--- src/rtl/event_sequence_trigger_assert.svh ---
// ----------------------------------------------------------------------------
// Event sequence trigger assertion macros
// Concurrent assertion wrappers; ASSERT_OFF compiles them out.
// ----------------------------------------------------------------------------
`ifndef EVENT_SEQUENCE_TRIGGER_ASSERT_SVH
`define EVENT_SEQUENCE_TRIGGER_ASSERT_SVH

`ifndef ASSERT_OFF
// Same-cycle implication
`define ESQ_ASSERT(label, clk, rst, ante, cons) \
  label: assert property (@(posedge clk) disable iff (rst) (ante) |-> (cons)) \
    else $error("event_sequence_trigger: assertion failed");
// Next-cycle implication
`define ESQ_ASSERT_NEXT(label, clk, rst, ante, cons) \
  label: assert property (@(posedge clk) disable iff (rst) (ante) |=> (cons)) \
    else $error("event_sequence_trigger: assertion failed");
`else
`define ESQ_ASSERT(label, clk, rst, ante, cons)
`define ESQ_ASSERT_NEXT(label, clk, rst, ante, cons)
`endif

`endif

--- src/rtl/esq_pkg.sv ---
// ----------------------------------------------------------------------------
// esq_pkg
// Field widths, request codes and shared types of the event sequence trigger.
// ----------------------------------------------------------------------------
`default_nettype none

package esq_pkg;

  // Payload field widths
  localparam int REQ_TYPE_W    = 3;
  localparam int EVENT_ID_W    = 8;
  localparam int STRAT_SEL_W   = 3;
  localparam int PATTERN_POS_W = 4;
  localparam int WRITE_VALUE_W = 32;
  localparam int RSP_MASK_W    = 8;
  localparam int RSP_COUNT_W   = 4;

  // Request codes
  typedef enum logic [REQ_TYPE_W-1:0] {
    REQ_EVENT   = 3'd0,
    REQ_TICK    = 3'd1,
    REQ_PATTERN = 3'd2,
    REQ_LENGTH  = 3'd3,
    REQ_DELAY   = 3'd4
  } req_code_t;

  // Control for the history cell chain
  typedef struct packed {
    logic push;    // shift in a new event, newest at cell 0
    logic rotate;  // rotate toward cell 0, last cell takes cell 0
  } hist_ctl_t;

endpackage

`default_nettype wire

--- src/rtl/esq_req_if.sv ---
// ----------------------------------------------------------------------------
// esq_req_if
// Request channel: valid/ready handshake with the request payload.
// ----------------------------------------------------------------------------
`default_nettype none

interface esq_req_if;
  import esq_pkg::*;

  logic                     valid;
  logic                     ready;
  logic [REQ_TYPE_W-1:0]    req_type;
  logic [EVENT_ID_W-1:0]    event_id;
  logic [STRAT_SEL_W-1:0]   strategy_sel;
  logic [PATTERN_POS_W-1:0] pattern_pos;
  logic [WRITE_VALUE_W-1:0] write_value;

  modport source (
    output valid, req_type, event_id, strategy_sel, pattern_pos, write_value,
    input  ready
  );

  modport sink (
    input  valid, req_type, event_id, strategy_sel, pattern_pos, write_value,
    output ready
  );
endinterface

`default_nettype wire

--- src/rtl/esq_rsp_if.sv ---
// ----------------------------------------------------------------------------
// esq_rsp_if
// Result channel: valid/ready handshake with fire mask and pulse count.
// ----------------------------------------------------------------------------
`default_nettype none

interface esq_rsp_if;
  import esq_pkg::*;

  logic                   valid;
  logic                   ready;
  logic [RSP_MASK_W-1:0]  fire_mask;
  logic [RSP_COUNT_W-1:0] pulse_count;

  modport source (
    output valid, fire_mask, pulse_count,
    input  ready
  );

  modport sink (
    input  valid, fire_mask, pulse_count,
    output ready
  );
endinterface

`default_nettype wire

--- src/rtl/esq_hist_cell.sv ---
// ----------------------------------------------------------------------------
// esq_hist_cell
// One history slot; shifts from its newer-side neighbor on a push and from
// its older-side neighbor on a rotate.
// ----------------------------------------------------------------------------
`default_nettype none

module esq_hist_cell (
  input  wire logic                           clk,
  input  wire logic                           rst,
  input  wire esq_pkg::hist_ctl_t             ctl,
  input  wire logic [esq_pkg::EVENT_ID_W-1:0] push_in,
  input  wire logic [esq_pkg::EVENT_ID_W-1:0] rot_in,
  output logic      [esq_pkg::EVENT_ID_W-1:0] data
);
  import esq_pkg::*;

  // Hold, shift in, or rotate
  always_ff @(posedge clk) begin
    if (rst) begin
      data <= '0;
    end else if (ctl.push) begin
      data <= push_in;
    end else if (ctl.rotate) begin
      data <= rot_in;
    end
  end
endmodule

`default_nettype wire

--- src/rtl/event_sequence_trigger.sv ---
// Event request: each strategy in turn rotates the history chain once past one
//   shared comparator.
// One request is in flight at a time; a finished result waits in the output
//   register meanwhile.
// Reset: synchronous; a clearing pass zeroes the pattern memory, with req.ready
//   low until it ends.
// ----------------------------------------------------------------------------
// event_sequence_trigger
// Matches recent event identifiers against programmable patterns and fires
// pulses at once or after a tick countdown.
// ----------------------------------------------------------------------------
`default_nettype none

`include "event_sequence_trigger_assert.svh"

module event_sequence_trigger #(
  parameter int HISTORY_DEPTH  = 16,
  parameter int STRATEGY_COUNT = 8
) (
  input wire logic clk,
  input wire logic rst,
  esq_req_if.sink  req,
  esq_rsp_if.source rsp
);
  import esq_pkg::*;

  localparam int SW    = (STRATEGY_COUNT > 1) ? $clog2(STRATEGY_COUNT) : 1;
  localparam int HIW   = $clog2(HISTORY_DEPTH);
  localparam int LW    = $clog2(HISTORY_DEPTH + 1);
  localparam int DEPTH = STRATEGY_COUNT * HISTORY_DEPTH;
  localparam int AW    = $clog2(DEPTH);

  typedef enum logic [4:0] {
    ST_CLEAR = 5'b00001,
    ST_IDLE  = 5'b00010,
    ST_MATCH = 5'b00100,
    ST_TICK  = 5'b01000,
    ST_DONE  = 5'b10000
  } state_t;

  state_t state, state_next;

  // Strategy tables
  logic [LW-1:0]            pat_len   [STRATEGY_COUNT];
  logic [WRITE_VALUE_W-1:0] delay     [STRATEGY_COUNT];
  logic [WRITE_VALUE_W-1:0] countdown [STRATEGY_COUNT];

  // Pattern memory
  logic [EVENT_ID_W-1:0] pat_mem [DEPTH];
  logic [EVENT_ID_W-1:0] mem_q;
  logic                  mem_we;
  logic [AW-1:0]         mem_wa;
  logic [EVENT_ID_W-1:0] mem_wd;
  logic [AW-1:0]         rd_addr;
  logic [AW-1:0]         clr_addr;

  // Sequencer
  logic [SW-1:0]         sidx;
  logic [LW-1:0]         step;
  logic                  ok;
  logic                  cmp_en;
  logic [EVENT_ID_W-1:0] cmp_hist;
  logic [RSP_MASK_W-1:0] mask;
  logic [RSP_COUNT_W-1:0] count;
  logic                  out_valid;
  logic [RSP_MASK_W-1:0] out_mask;
  logic [RSP_COUNT_W-1:0] out_count;

  // History chain
  logic [EVENT_ID_W-1:0] hist [HISTORY_DEPTH];
  hist_ctl_t             hist_ctl;

  logic                  req_xfer;
  logic                  sel_ok;
  logic [SW-1:0]         sel_idx;
  logic [LW-1:0]         cur_len;
  logic                  step_last;
  logic                  strat_last;
  logic                  cmp_en_next;
  logic [LW-1:0]         col_full;
  logic [HIW-1:0]        col;
  logic                  pass;
  logic                  hit;
  logic [WRITE_VALUE_W-1:0] cd_cur;
  logic                  fire;
  logic [RSP_MASK_W-1:0] fire_bit;
  logic                  out_load;

  assign req.ready       = (state == ST_IDLE);
  assign req_xfer        = req.valid && req.ready;
  assign sel_ok          = int'(req.strategy_sel) < STRATEGY_COUNT;
  assign sel_idx         = SW'(req.strategy_sel);
  assign cur_len         = pat_len[sidx];
  assign step_last       = (step == LW'(HISTORY_DEPTH));
  assign strat_last      = (sidx == SW'(STRATEGY_COUNT - 1));
  assign cd_cur          = countdown[sidx];

  // Pattern byte for the current history offset, newest against the last byte
  assign cmp_en_next     = (step < cur_len);
  assign col_full        = cur_len - LW'(1) - step;
  assign col             = cmp_en_next ? col_full[HIW-1:0] : '0;
  assign rd_addr         = AW'(int'(sidx) * HISTORY_DEPTH + int'(col));

  // Compare the byte read last cycle with the history byte taken with it
  assign pass = !cmp_en ||
                ((cmp_hist != '0) && ((mem_q == '0) || (mem_q == cmp_hist)));
  assign hit  = ok && pass;

  // Pulse for the current strategy
  assign fire = ((state == ST_TICK) && (cd_cur == WRITE_VALUE_W'(1))) ||
                ((state == ST_MATCH) && step_last && hit && (delay[sidx] == '0));
  assign fire_bit = (fire && (int'(sidx) < RSP_MASK_W)) ?
                    (RSP_MASK_W'(1) << sidx) : '0;

  assign out_load = (state == ST_DONE) && (!out_valid || rsp.ready);

  // Drive the history chain
  assign hist_ctl.push   = req_xfer && (req.req_type == REQ_EVENT);
  assign hist_ctl.rotate = (state == ST_MATCH) && !step_last;

  for (genvar k = 0; k < HISTORY_DEPTH; k++) begin : g_hist
    logic [EVENT_ID_W-1:0] push_src;
    if (k == 0) begin : g_head
      assign push_src = req.event_id;
    end else begin : g_body
      assign push_src = hist[k-1];
    end
    esq_hist_cell u_cell (
      .clk     (clk),
      .rst     (rst),
      .ctl     (hist_ctl),
      .push_in (push_src),
      .rot_in  (hist[(k + 1) % HISTORY_DEPTH]),
      .data    (hist[k])
    );
  end

  // Memory write port: clearing pass or pattern byte write
  always_comb begin
    mem_we = 1'b0;
    mem_wa = clr_addr;
    mem_wd = '0;
    if (state == ST_CLEAR) begin
      mem_we = 1'b1;
    end else if (req_xfer && (req.req_type == REQ_PATTERN) && sel_ok &&
                 (int'(req.pattern_pos) < HISTORY_DEPTH)) begin
      mem_we = 1'b1;
      mem_wa = AW'(int'(req.strategy_sel) * HISTORY_DEPTH + int'(req.pattern_pos));
      mem_wd = req.write_value[EVENT_ID_W-1:0];
    end
  end

  always_ff @(posedge clk) begin
    if (mem_we) begin
      pat_mem[mem_wa] <= mem_wd;
    end
    mem_q <= pat_mem[rd_addr];
  end

  // Next state
  always_comb begin
    state_next = state;
    unique case (state)
      ST_CLEAR: begin
        if (clr_addr == AW'(DEPTH - 1)) state_next = ST_IDLE;
      end
      ST_IDLE: begin
        if (req_xfer) begin
          unique case (req.req_type)
            REQ_EVENT: state_next = ST_MATCH;
            REQ_TICK:  state_next = ST_TICK;
            default:   state_next = ST_DONE;
          endcase
        end
      end
      ST_MATCH: begin
        if (step_last && strat_last) state_next = ST_DONE;
      end
      ST_TICK: begin
        if (strat_last) state_next = ST_DONE;
      end
      ST_DONE: begin
        if (out_load) state_next = ST_IDLE;
      end
      default: state_next = ST_CLEAR;
    endcase
  end

  // Sequencer, tables and result
  always_ff @(posedge clk) begin
    if (rst) begin
      state     <= ST_CLEAR;
      clr_addr  <= '0;
      sidx      <= '0;
      step      <= '0;
      ok        <= 1'b0;
      cmp_en    <= 1'b0;
      mask      <= '0;
      count     <= '0;
      out_valid <= 1'b0;
      for (int s = 0; s < STRATEGY_COUNT; s++) begin
        pat_len[s]   <= '0;
        delay[s]     <= '0;
        countdown[s] <= '0;
      end
    end else begin
      state <= state_next;

      // Advance the clearing pass
      if (state == ST_CLEAR) clr_addr <= clr_addr + AW'(1);

      // Start a request; writes take effect here
      if (req_xfer) begin
        sidx  <= '0;
        step  <= '0;
        mask  <= '0;
        count <= '0;
        case (req.req_type)
          REQ_LENGTH: begin
            if (sel_ok) begin
              pat_len[sel_idx] <= (req.write_value > WRITE_VALUE_W'(HISTORY_DEPTH)) ?
                                  LW'(HISTORY_DEPTH) : LW'(req.write_value);
            end
          end
          REQ_DELAY: begin
            if (sel_ok) begin
              delay[sel_idx]     <= req.write_value;
              countdown[sel_idx] <= '0;
            end
          end
          default: ;
        endcase
      end

      // Walk the history of one strategy at a time
      if (state == ST_MATCH) begin
        cmp_hist <= hist[0];
        if (step_last) begin
          cmp_en <= 1'b0;
          step   <= '0;
          if (!strat_last) sidx <= sidx + SW'(1);
          if (hit && (delay[sidx] != '0)) countdown[sidx] <= delay[sidx];
        end else begin
          cmp_en <= cmp_en_next;
          step   <= step + LW'(1);
          ok     <= (step == '0) ? (cur_len != '0) : (ok && pass);
        end
      end

      // Decrement one countdown per cycle
      if (state == ST_TICK) begin
        if (cd_cur != '0) countdown[sidx] <= cd_cur - WRITE_VALUE_W'(1);
        if (!strat_last) sidx <= sidx + SW'(1);
      end

      // Accumulate pulses
      if (fire) begin
        mask <= mask | fire_bit;
        if (count != '1) count <= count + RSP_COUNT_W'(1);
      end

      // Output register
      if (out_load) begin
        out_valid <= 1'b1;
      end else if (rsp.ready) begin
        out_valid <= 1'b0;
      end
    end
  end

  always_ff @(posedge clk) begin
    if (out_load) begin
      out_mask  <= mask;
      out_count <= count;
    end
  end

  assign rsp.valid       = out_valid;
  assign rsp.fire_mask   = out_mask;
  assign rsp.pulse_count = out_count;

  // Checks
  `ESQ_ASSERT_NEXT(a_event_starts_match, clk, rst, req_xfer && (req.req_type == REQ_EVENT), state == ST_MATCH)
  `ESQ_ASSERT(a_mask_agrees_count, clk, rst, rsp.valid && (STRATEGY_COUNT <= RSP_MASK_W), $countones(rsp.fire_mask) == int'(rsp.pulse_count))
  `ESQ_ASSERT(a_result_from_done, clk, rst, $rose(rsp.valid), $past(state) == ST_DONE)
endmodule

`default_nettype wire
--- src/flat_wrapper.sv ---
// flat-port wrapper written by rule: the top's interface ports become plain ports
module event_sequence_trigger_flat import esq_pkg::*;
#(
  parameter int HISTORY_DEPTH  = 16,
  parameter int STRATEGY_COUNT = 8
)
  (clk, rst, req_valid, req_req_type, req_event_id, req_strategy_sel, req_pattern_pos, req_write_value, req_ready, rsp_valid, rsp_fire_mask, rsp_pulse_count, rsp_ready);
  esq_req_if req_i ();
  esq_rsp_if rsp_i ();
  input wire logic clk;
  input wire logic rst;
  input wire logic [$bits(req_i.valid)-1:0] req_valid;
  input wire logic [$bits(req_i.req_type)-1:0] req_req_type;
  input wire logic [$bits(req_i.event_id)-1:0] req_event_id;
  input wire logic [$bits(req_i.strategy_sel)-1:0] req_strategy_sel;
  input wire logic [$bits(req_i.pattern_pos)-1:0] req_pattern_pos;
  input wire logic [$bits(req_i.write_value)-1:0] req_write_value;
  output wire logic [$bits(req_i.ready)-1:0] req_ready;
  output wire logic [$bits(rsp_i.valid)-1:0] rsp_valid;
  output wire logic [$bits(rsp_i.fire_mask)-1:0] rsp_fire_mask;
  output wire logic [$bits(rsp_i.pulse_count)-1:0] rsp_pulse_count;
  input wire logic [$bits(rsp_i.ready)-1:0] rsp_ready;
  assign req_i.valid = req_valid;
  assign req_i.req_type = req_req_type;
  assign req_i.event_id = req_event_id;
  assign req_i.strategy_sel = req_strategy_sel;
  assign req_i.pattern_pos = req_pattern_pos;
  assign req_i.write_value = req_write_value;
  assign req_ready = req_i.ready;
  assign rsp_valid = rsp_i.valid;
  assign rsp_fire_mask = rsp_i.fire_mask;
  assign rsp_pulse_count = rsp_i.pulse_count;
  assign rsp_i.ready = rsp_ready;
  event_sequence_trigger #(.HISTORY_DEPTH(HISTORY_DEPTH), .STRATEGY_COUNT(STRATEGY_COUNT)) u_core (.clk(clk), .rst(rst), .req(req_i), .rsp(rsp_i));
endmodule
--- config.mk ---
export PLATFORM = sky130hd
export DESIGN_NAME = event_sequence_trigger_flat
export DESIGN_NICKNAME = d
export VERILOG_FILES = /design/src/rtl/esq_pkg.sv /design/src/rtl/esq_req_if.sv /design/src/rtl/esq_rsp_if.sv /design/src/rtl/esq_hist_cell.sv /design/src/rtl/event_sequence_trigger.sv /design/src/flat_wrapper.sv
export VERILOG_INCLUDE_DIRS = /design/src /design/src/rtl
export SDC_FILE = /design/constraint.sdc
export NUM_CORES = 2
export LEC_CHECK = 0
export ABC_AREA = 1
export BUFFER_PORTS_ARGS = -buffer_cell sky130_fd_sc_hd__buf_2
export CORE_ASPECT_RATIO = 0.75
export CORE_MARGIN = 2
export CORE_UTILIZATION = 42
export CTS_BUF_LIST = sky130_fd_sc_hd__clkbuf_8
export DETAILED_ROUTE_END_ITERATION = 8
export PLACE_DENSITY_LB_ADDON = 0.2
export SKIP_LAST_GASP = 1
export SLEW_MARGIN = 10
export SYNTH_ARGS = -nofsm -noshare
export SYNTH_HDL_FRONTEND = slang
export SYNTH_SLANG_ARGS = --single-unit
--- constraint.sdc ---
create_clock -name clk -period 5.65 [get_ports clk]
set_clock_uncertainty 0.15 [all_clocks]
set_input_delay 1.13 -clock clk [delete_from_list [all_inputs] [get_ports clk]]
set_output_delay 1.13 -clock clk [all_outputs]
set_load 0.01 [all_outputs]
### Word-level counts from Yosys, hierarchy flattened

Memory sizes are Yosys's and may differ from the RTL's. A register that Yosys moved wholly into a read port is not among the register bits.
Index checks and enable logic that the tools add are counted.

* flip-flop bits (word level): 183
* RAM bits: 1576
* input bits: 54
* output and inout bits: 14
* word-level logic and storage cells: 210
* memories: 4

Memory list
* u_core.pat_mem: words 128, width 8, read ports 1, clocked after Yosys merged registers in 1, wr ports 1, line event_sequence_trigger.sv:49 `logic [EVENT_ID_W-1:0] pat_mem [DEPTH];`
* u_core.countdown: words 8, width 32, read ports 1, clocked after Yosys merged registers in 1, wr ports 8, line event_sequence_trigger.sv:46 `logic [WRITE_VALUE_W-1:0] countdown [STRATEGY_COUNT];`
* u_core.delay: words 8, width 32, read ports 1, clocked after Yosys merged registers in 1, wr ports 8, line event_sequence_trigger.sv:45 `logic [WRITE_VALUE_W-1:0] delay [STRATEGY_COUNT];`
* u_core.pat_len: words 8, width 5, read ports 1, clocked after Yosys merged registers in 1, wr ports 8, line event_sequence_trigger.sv:44 `logic [LW-1:0] pat_len [STRATEGY_COUNT];`

* $add $sub $neg: 9
* $lt $le $gt $ge: 2
* equality and inequality tests: 20
* shift operators: 1
* mux-type cells: 103
* bitwise logic cells: 4
* reduce and logical (&&, ||, !) cells: 39

Operator list (number)
* 8-bit two-way mux: 37
* 32-bit two-way mux: 4
* 32-bit OR reduction: 3
* 32-bit nonzero test: 2
* 5-bit two-way mux: 10
* 3-bit two-way mux: 13
* 32-bit by 1-bit equality test with 1-bit output (second input constant): 1
* 32-bit by 5-bit > comparator with 1-bit output (second input constant): 1
* 32-bit zero test: 1
* 32-bit by 1-bit subtractor with 32-bit output (second input constant): 1
* 1-bit two-way mux: 31
* 5-bit one-hot mux with 5 select lines: 1
* 4-bit two-way mux: 4
* 7-bit by 4-bit adder with 7-bit output: 2
* 7-bit two-way mux: 2
* 1-bit logical AND: 13
* 5-bit equality test (second input constant): 2
* 5-bit one-hot mux with 2 select lines: 1
* 8-bit equality test: 1
* 8-bit zero test: 1
* 2-bit by 1-bit inequality test with 1-bit output (second input constant): 4
* 8-bit OR: 1
* 2-bit nonzero test: 4
* 8-bit nonzero test: 1
* 28 further kinds: 37

### Longest topological paths before layout

* word-level depth: 14
* gate-level depth with buffers: 31
* depth with buffers taken out: 22

### Hierarchy

From an unflattened synthesis, not the netlist that was laid out.

* cell total of the unflattened synthesis: 8768
* area, all modules: 83759.1 um^2

Modules (own cells, without submodules)
* event_sequence_trigger: instances 1, cells each 7792, area an instance 77212.8 um^2, sequential area each 48786.8 um^2
* esq_hist_cell: instances 16, cells each 61, area an instance 409.1 um^2, sequential area each 160.2 um^2

### Worst setup path before layout

OpenSTA, ideal clock, no wires.

* kind: input -> register
* start point: input port req_valid
* end point: memory u_core.pat_mem[0][0], data pin
* library setup time: 0.798 ns
* arrival time: 4.743 ns
* required time: 4.702 ns
* slack: -0.041 ns
* cell stages on the path: 5
* buffers on the path: 1
* cells stage by stage: inv_1 -> nor2_1 -> nand4_1 -> clkbuf_1 -> nor2_1

* longest elaborated chain between the ends: 4

RTL lines
* start: declaration: line flat_wrapper.sv:12 `input wire logic [$bits(req_i.valid)-1:0] req_valid;`
* 1-bit logical AND: line event_sequence_trigger.sv:90 `assign req_xfer = req.valid && req.ready;`
* 1-bit logical AND: line event_sequence_trigger.sv:145 `end else if (req_xfer && (req.req_type == REQ_PATTERN) && sel_ok &&`
* 8-bit two-way mux: line event_sequence_trigger.sv:145
* 8-bit two-way mux: line event_sequence_trigger.sv:143 `if (state == ST_CLEAR) begin`
* via u_core.mem_wd[0]: line event_sequence_trigger.sv:53 `logic [EVENT_ID_W-1:0] mem_wd;`
* end: declaration: line event_sequence_trigger.sv:49

The timed path passes the listed nets, and every way through them passes these cells.

### Worst setup path after layout

* start point: register u_core.sidx[1]
* end point: register u_core.mem_q[4] (read register of u_core.pat_mem)

* longest elaborated chain between the ends: 1

RTL lines
* start: declaration: line event_sequence_trigger.sv:58 `logic [SW-1:0] sidx;`
* start signal: assignment: line event_sequence_trigger.sv:241 `if (!strat_last) sidx <= sidx + SW'(1);`
* start signal: assignment: line event_sequence_trigger.sv:253 `if (!strat_last) sidx <= sidx + SW'(1);`
* 7-bit by 4-bit adder with 7-bit output: line event_sequence_trigger.sv:102 `assign rd_addr = AW'(int'(sidx) * HISTORY_DEPTH + int'(col));`
* end: declaration: line event_sequence_trigger.sv:50 `logic [EVENT_ID_W-1:0] mem_q;`

No other way between the ends.
A chain may end at the register's enable or synchronous reset.

==> results.py <==
metrics = {
    "timing": {
        "max_slew.worst_pin.slew_ns": 1.174,
        "max_slew_margin": 0.2102,
        "setup_viol": 0,
        "timing.fmax_mhz": 192.6,
        "holdWs_ns": 0.2777,
        "fin_setup_tns_ns": 0,
        "period_share": 0.9189,
        "period_minus_slack_ns": 5.192,
        "hold_viol": 0,
        "slew_viol_final": 0,
        "rsz0062_at_grt": "no",
    },
    "detailed_routing": {
        "vias_per_cell": 5.427,
        "drc_errors": 0,
        "drt_iter0_drc": 7084,
        "drtAntennaViolNets": 0,
        "vias": 60800,
        "routed_wl_mm": 240.8,
        "firstDrtPassIters": 6,
        "wl_per_cell_microns": 21.49,
    },
    "logic_synthesis": {
        "synth_nets": 8525,
        "syn_area_per_cell_sq_um": 9.703,
        "syn_inst": 8450,
        "synth_edf_count": 1596,
        "ys_ff_latch": 1767,
        "ys_types": 50,
        "ys_seq_area_frac": 0.6263,
        "async_reset_ff_frac": 0,
        "synthFlopType": "edfxtp_1",
        "synth_area_sq_um": 81990,
        "yosysWarningCount": 0,
    },
    "clock_network": {
        "cts_hold_buf": 0,
        "cts_tree": "built",
        "clk_path_buf_depth": 4,
        "htree_levels": 5,
        "clk_latency_ns": 1.02,
        "numCtsBuffers": 301,
        "cts-resized-gates": 0,
        "clock_sinks": 1767,
        "postCtsSetupBuffers": 0,
        "path_clk_slew_ns": 0.06,
        "clockRootBuffer": "clkbuf_8",
    },
    "placed_design": {
        "post_dp_cell_area_sq_um": 85120,
        "gp_congestion": 0.8495,
        "dp_hpwl_mm": 138.1,
        "io_buffers": 67,
    },
    "cells_and_area": {
        "n_fill_cell": 18350,
        "register_area_sq_um": 51360,
        "nets": 8506,
        "fin_util": 0.4652,
        "drive_above_1_share": 0.1073,
        "final_cell_mix": "1,857 x nand2_1, 1,596 x edfxtp_1, 1,109 x inv_1",
        "multi_input_area_sq_um": 24490,
        "fin_area_sq_um": 90280,
        "areaGrowthSynthToFinish_pct": 10.11,
        "final_common_cell": "nand2_1",
    },
    "die": {
        "start_util": 0.4224,
        "die_h_microns": 386.6,
        "core_area_sq_um": 194100,
        "ios": 68,
        "rows": 140,
        "die_x_microns": 514.2,
        "die_area_sq_um": 198800,
    },
    "power": {
        "ir_worst_vdd_mv": 0.2798,
        "power_density_nw_per_um2": 299.3,
        "p_total_mw": 27.02,
        "p_leak_nw": 35.12,
    },
    "global_routing": {
        "grt_max_degree": 167,
        "grt_overflow_total": 0,
        "grt_pass1_vias": 56750,
        "grt_pass1_wl_mm": 361.1,
        "grt_use_total": 0.2370,
        "antenna_found_initial": 11,
    },
    "worst_setup_path": {
        "end_kind": "register",
        "crit_path_start_kind": "register",
        "crit_chain": "inv_6 > o21ai_0 > o22ai_1 > nand2_1 > nand2_1 > inv_1 > ha_1 > nand2_1 > inv_1 > nand4_1 > nand3_4 > buf_12 > buf_12 > buf_4 > nand2_1 > nand3_1 > nand3_1 > nand3_1 > nand3_1 > nand3_1 > nand2_1 > nand2_1 > nand2_1",
        "criticalPathCategory": "reg2reg",
        "crit_top_cell": "nand2_1",
        "required_ns": 6.40,
        "slowest_delay_ns": 0.49,
        "cp_slowest_cell": "dfxtp_4",
        "worstPathMaxFanout": 59,
        "critical_path_arrival_ns": 5.94,
    },
    "hold_path": {
        "min_path_type": "in2reg",
    },
    "run": {
        "maxCapViolCount": 0,
    },
    "outcome": {
        "outcome": "completed",
    },
}
critical path, delay by kind of cell, from the launching register on:
family / cells / cell delay [ns]
buffers and inverters: 6 / 1.41
AO/OA/AOI/OAI: 2 / 0.35
flip-flops: 1 / 0.49
adder cells (fa/ha/maj): 1 / 0.29
AND/OR/NAND/NOR: 14 / 2.31
Yosys cell counts (all sizes together) (20+ instances only):
master  instances  area share
a21oi          35      0.0034
a31oi         128      0.0098
buf           183       0.015
clkbuf        368       0.017
dfxtp         171       0.042
edfxtp       1596        0.58
ha             20      0.0031
inv          1015       0.046
nand2        1890       0.087
nand3        1066       0.066
nand4         281       0.021
nor2          997       0.046
nor3          280       0.030
o211ai         27      0.0025
o21ai         287       0.018
or2            38      0.0029
area by class of cell:
type	count	share of cell area
sequential	1767	0.5689
inverter	1026	0.04292
multi-input combinational	5106	0.2712
antenna	12	0.0003326
tap	2556	0.03542
timing repair buffer	229	0.02432
clock inverter	195	0.009202
clock buffer	313	0.04771
metrics by stage:
stage	cells	worst slack (ns)
2_1_floorplan	8450	-0.04083
4_1_cts	11190	0.5527
6_report	11200	0.4584
3_3_place_gp	10680	0.4670
5_1_grt	11200	0.2353
3_5_place_dp	10680	0.4637
final timing paths:
kind | startpoint | end | slack [ns] | cells past startpoint
setup / recovery | u_core.sidx[1] | u_core.mem_q[4] | 0.46 | 23
hold / removal | req_event_id[1] | u_core.g_hist[0].u_cell.data[1] | 0.28 | 3
setup reg to reg | u_core.sidx[1] | u_core.mem_q[4] | 0.46 | 23
hold reg to reg | u_core.mask[7] | u_core.rsp.fire_mask[7] | 0.31 | 0
per-layer routing:
metal / wire (microns) / part of all wire / vias to the layer above / GRT usage
met1: 112400 / 0.47 / 29470 / 0.3645
met5: 13 / 0.000054 / - / 0
met4: 5668 / 0.024 / 2 / 0.06039
met3: 21070 / 0.088 / 421 / 0.04734
met2: 101600 / 0.42 / 2625 / 0.3389
li1: - / - / 28280 / -
state kept, by name, indices dropped and copies added, names as in the netlist, 5 cells and up:
register,flops
u_core.clr_addr,7
u_core.cmp_hist,8
u_core.countdown,256
u_core.delay,256
u_core.g_hist.u_cell.data,128
u_core.mask,8
u_core.mem_q,8
u_core.pat_len,40
u_core.pat_mem,1024
u_core.rsp.fire_mask,8
u_core.state,5
u_core.step,5
where the power goes:
group	internal [mW]	total, mW	switching [mW]
registers	14.4	14.4	0.0784
clock network	5.15	10.4	5.24
logic	0.533	2.18	1.65
total	20.1	27.0	6.97
cell families (layout without fill, tap and decap cells):
logic type / Yosys count / after routing / synth area share
flops: 1767 / 1767 / 0.6263
xor+xnor: 22 / 22 / 0.002350
fa+ha+maj: 21 / 21 / 0.003296
simple gates: 4568 / 4568 / 0.2548
compound gates: 495 / 495 / 0.03475
buf+inv: 1577 / 1763 / 0.07853
other cells: 0 / 12 / 0
(Power assumes the default switching activity.)
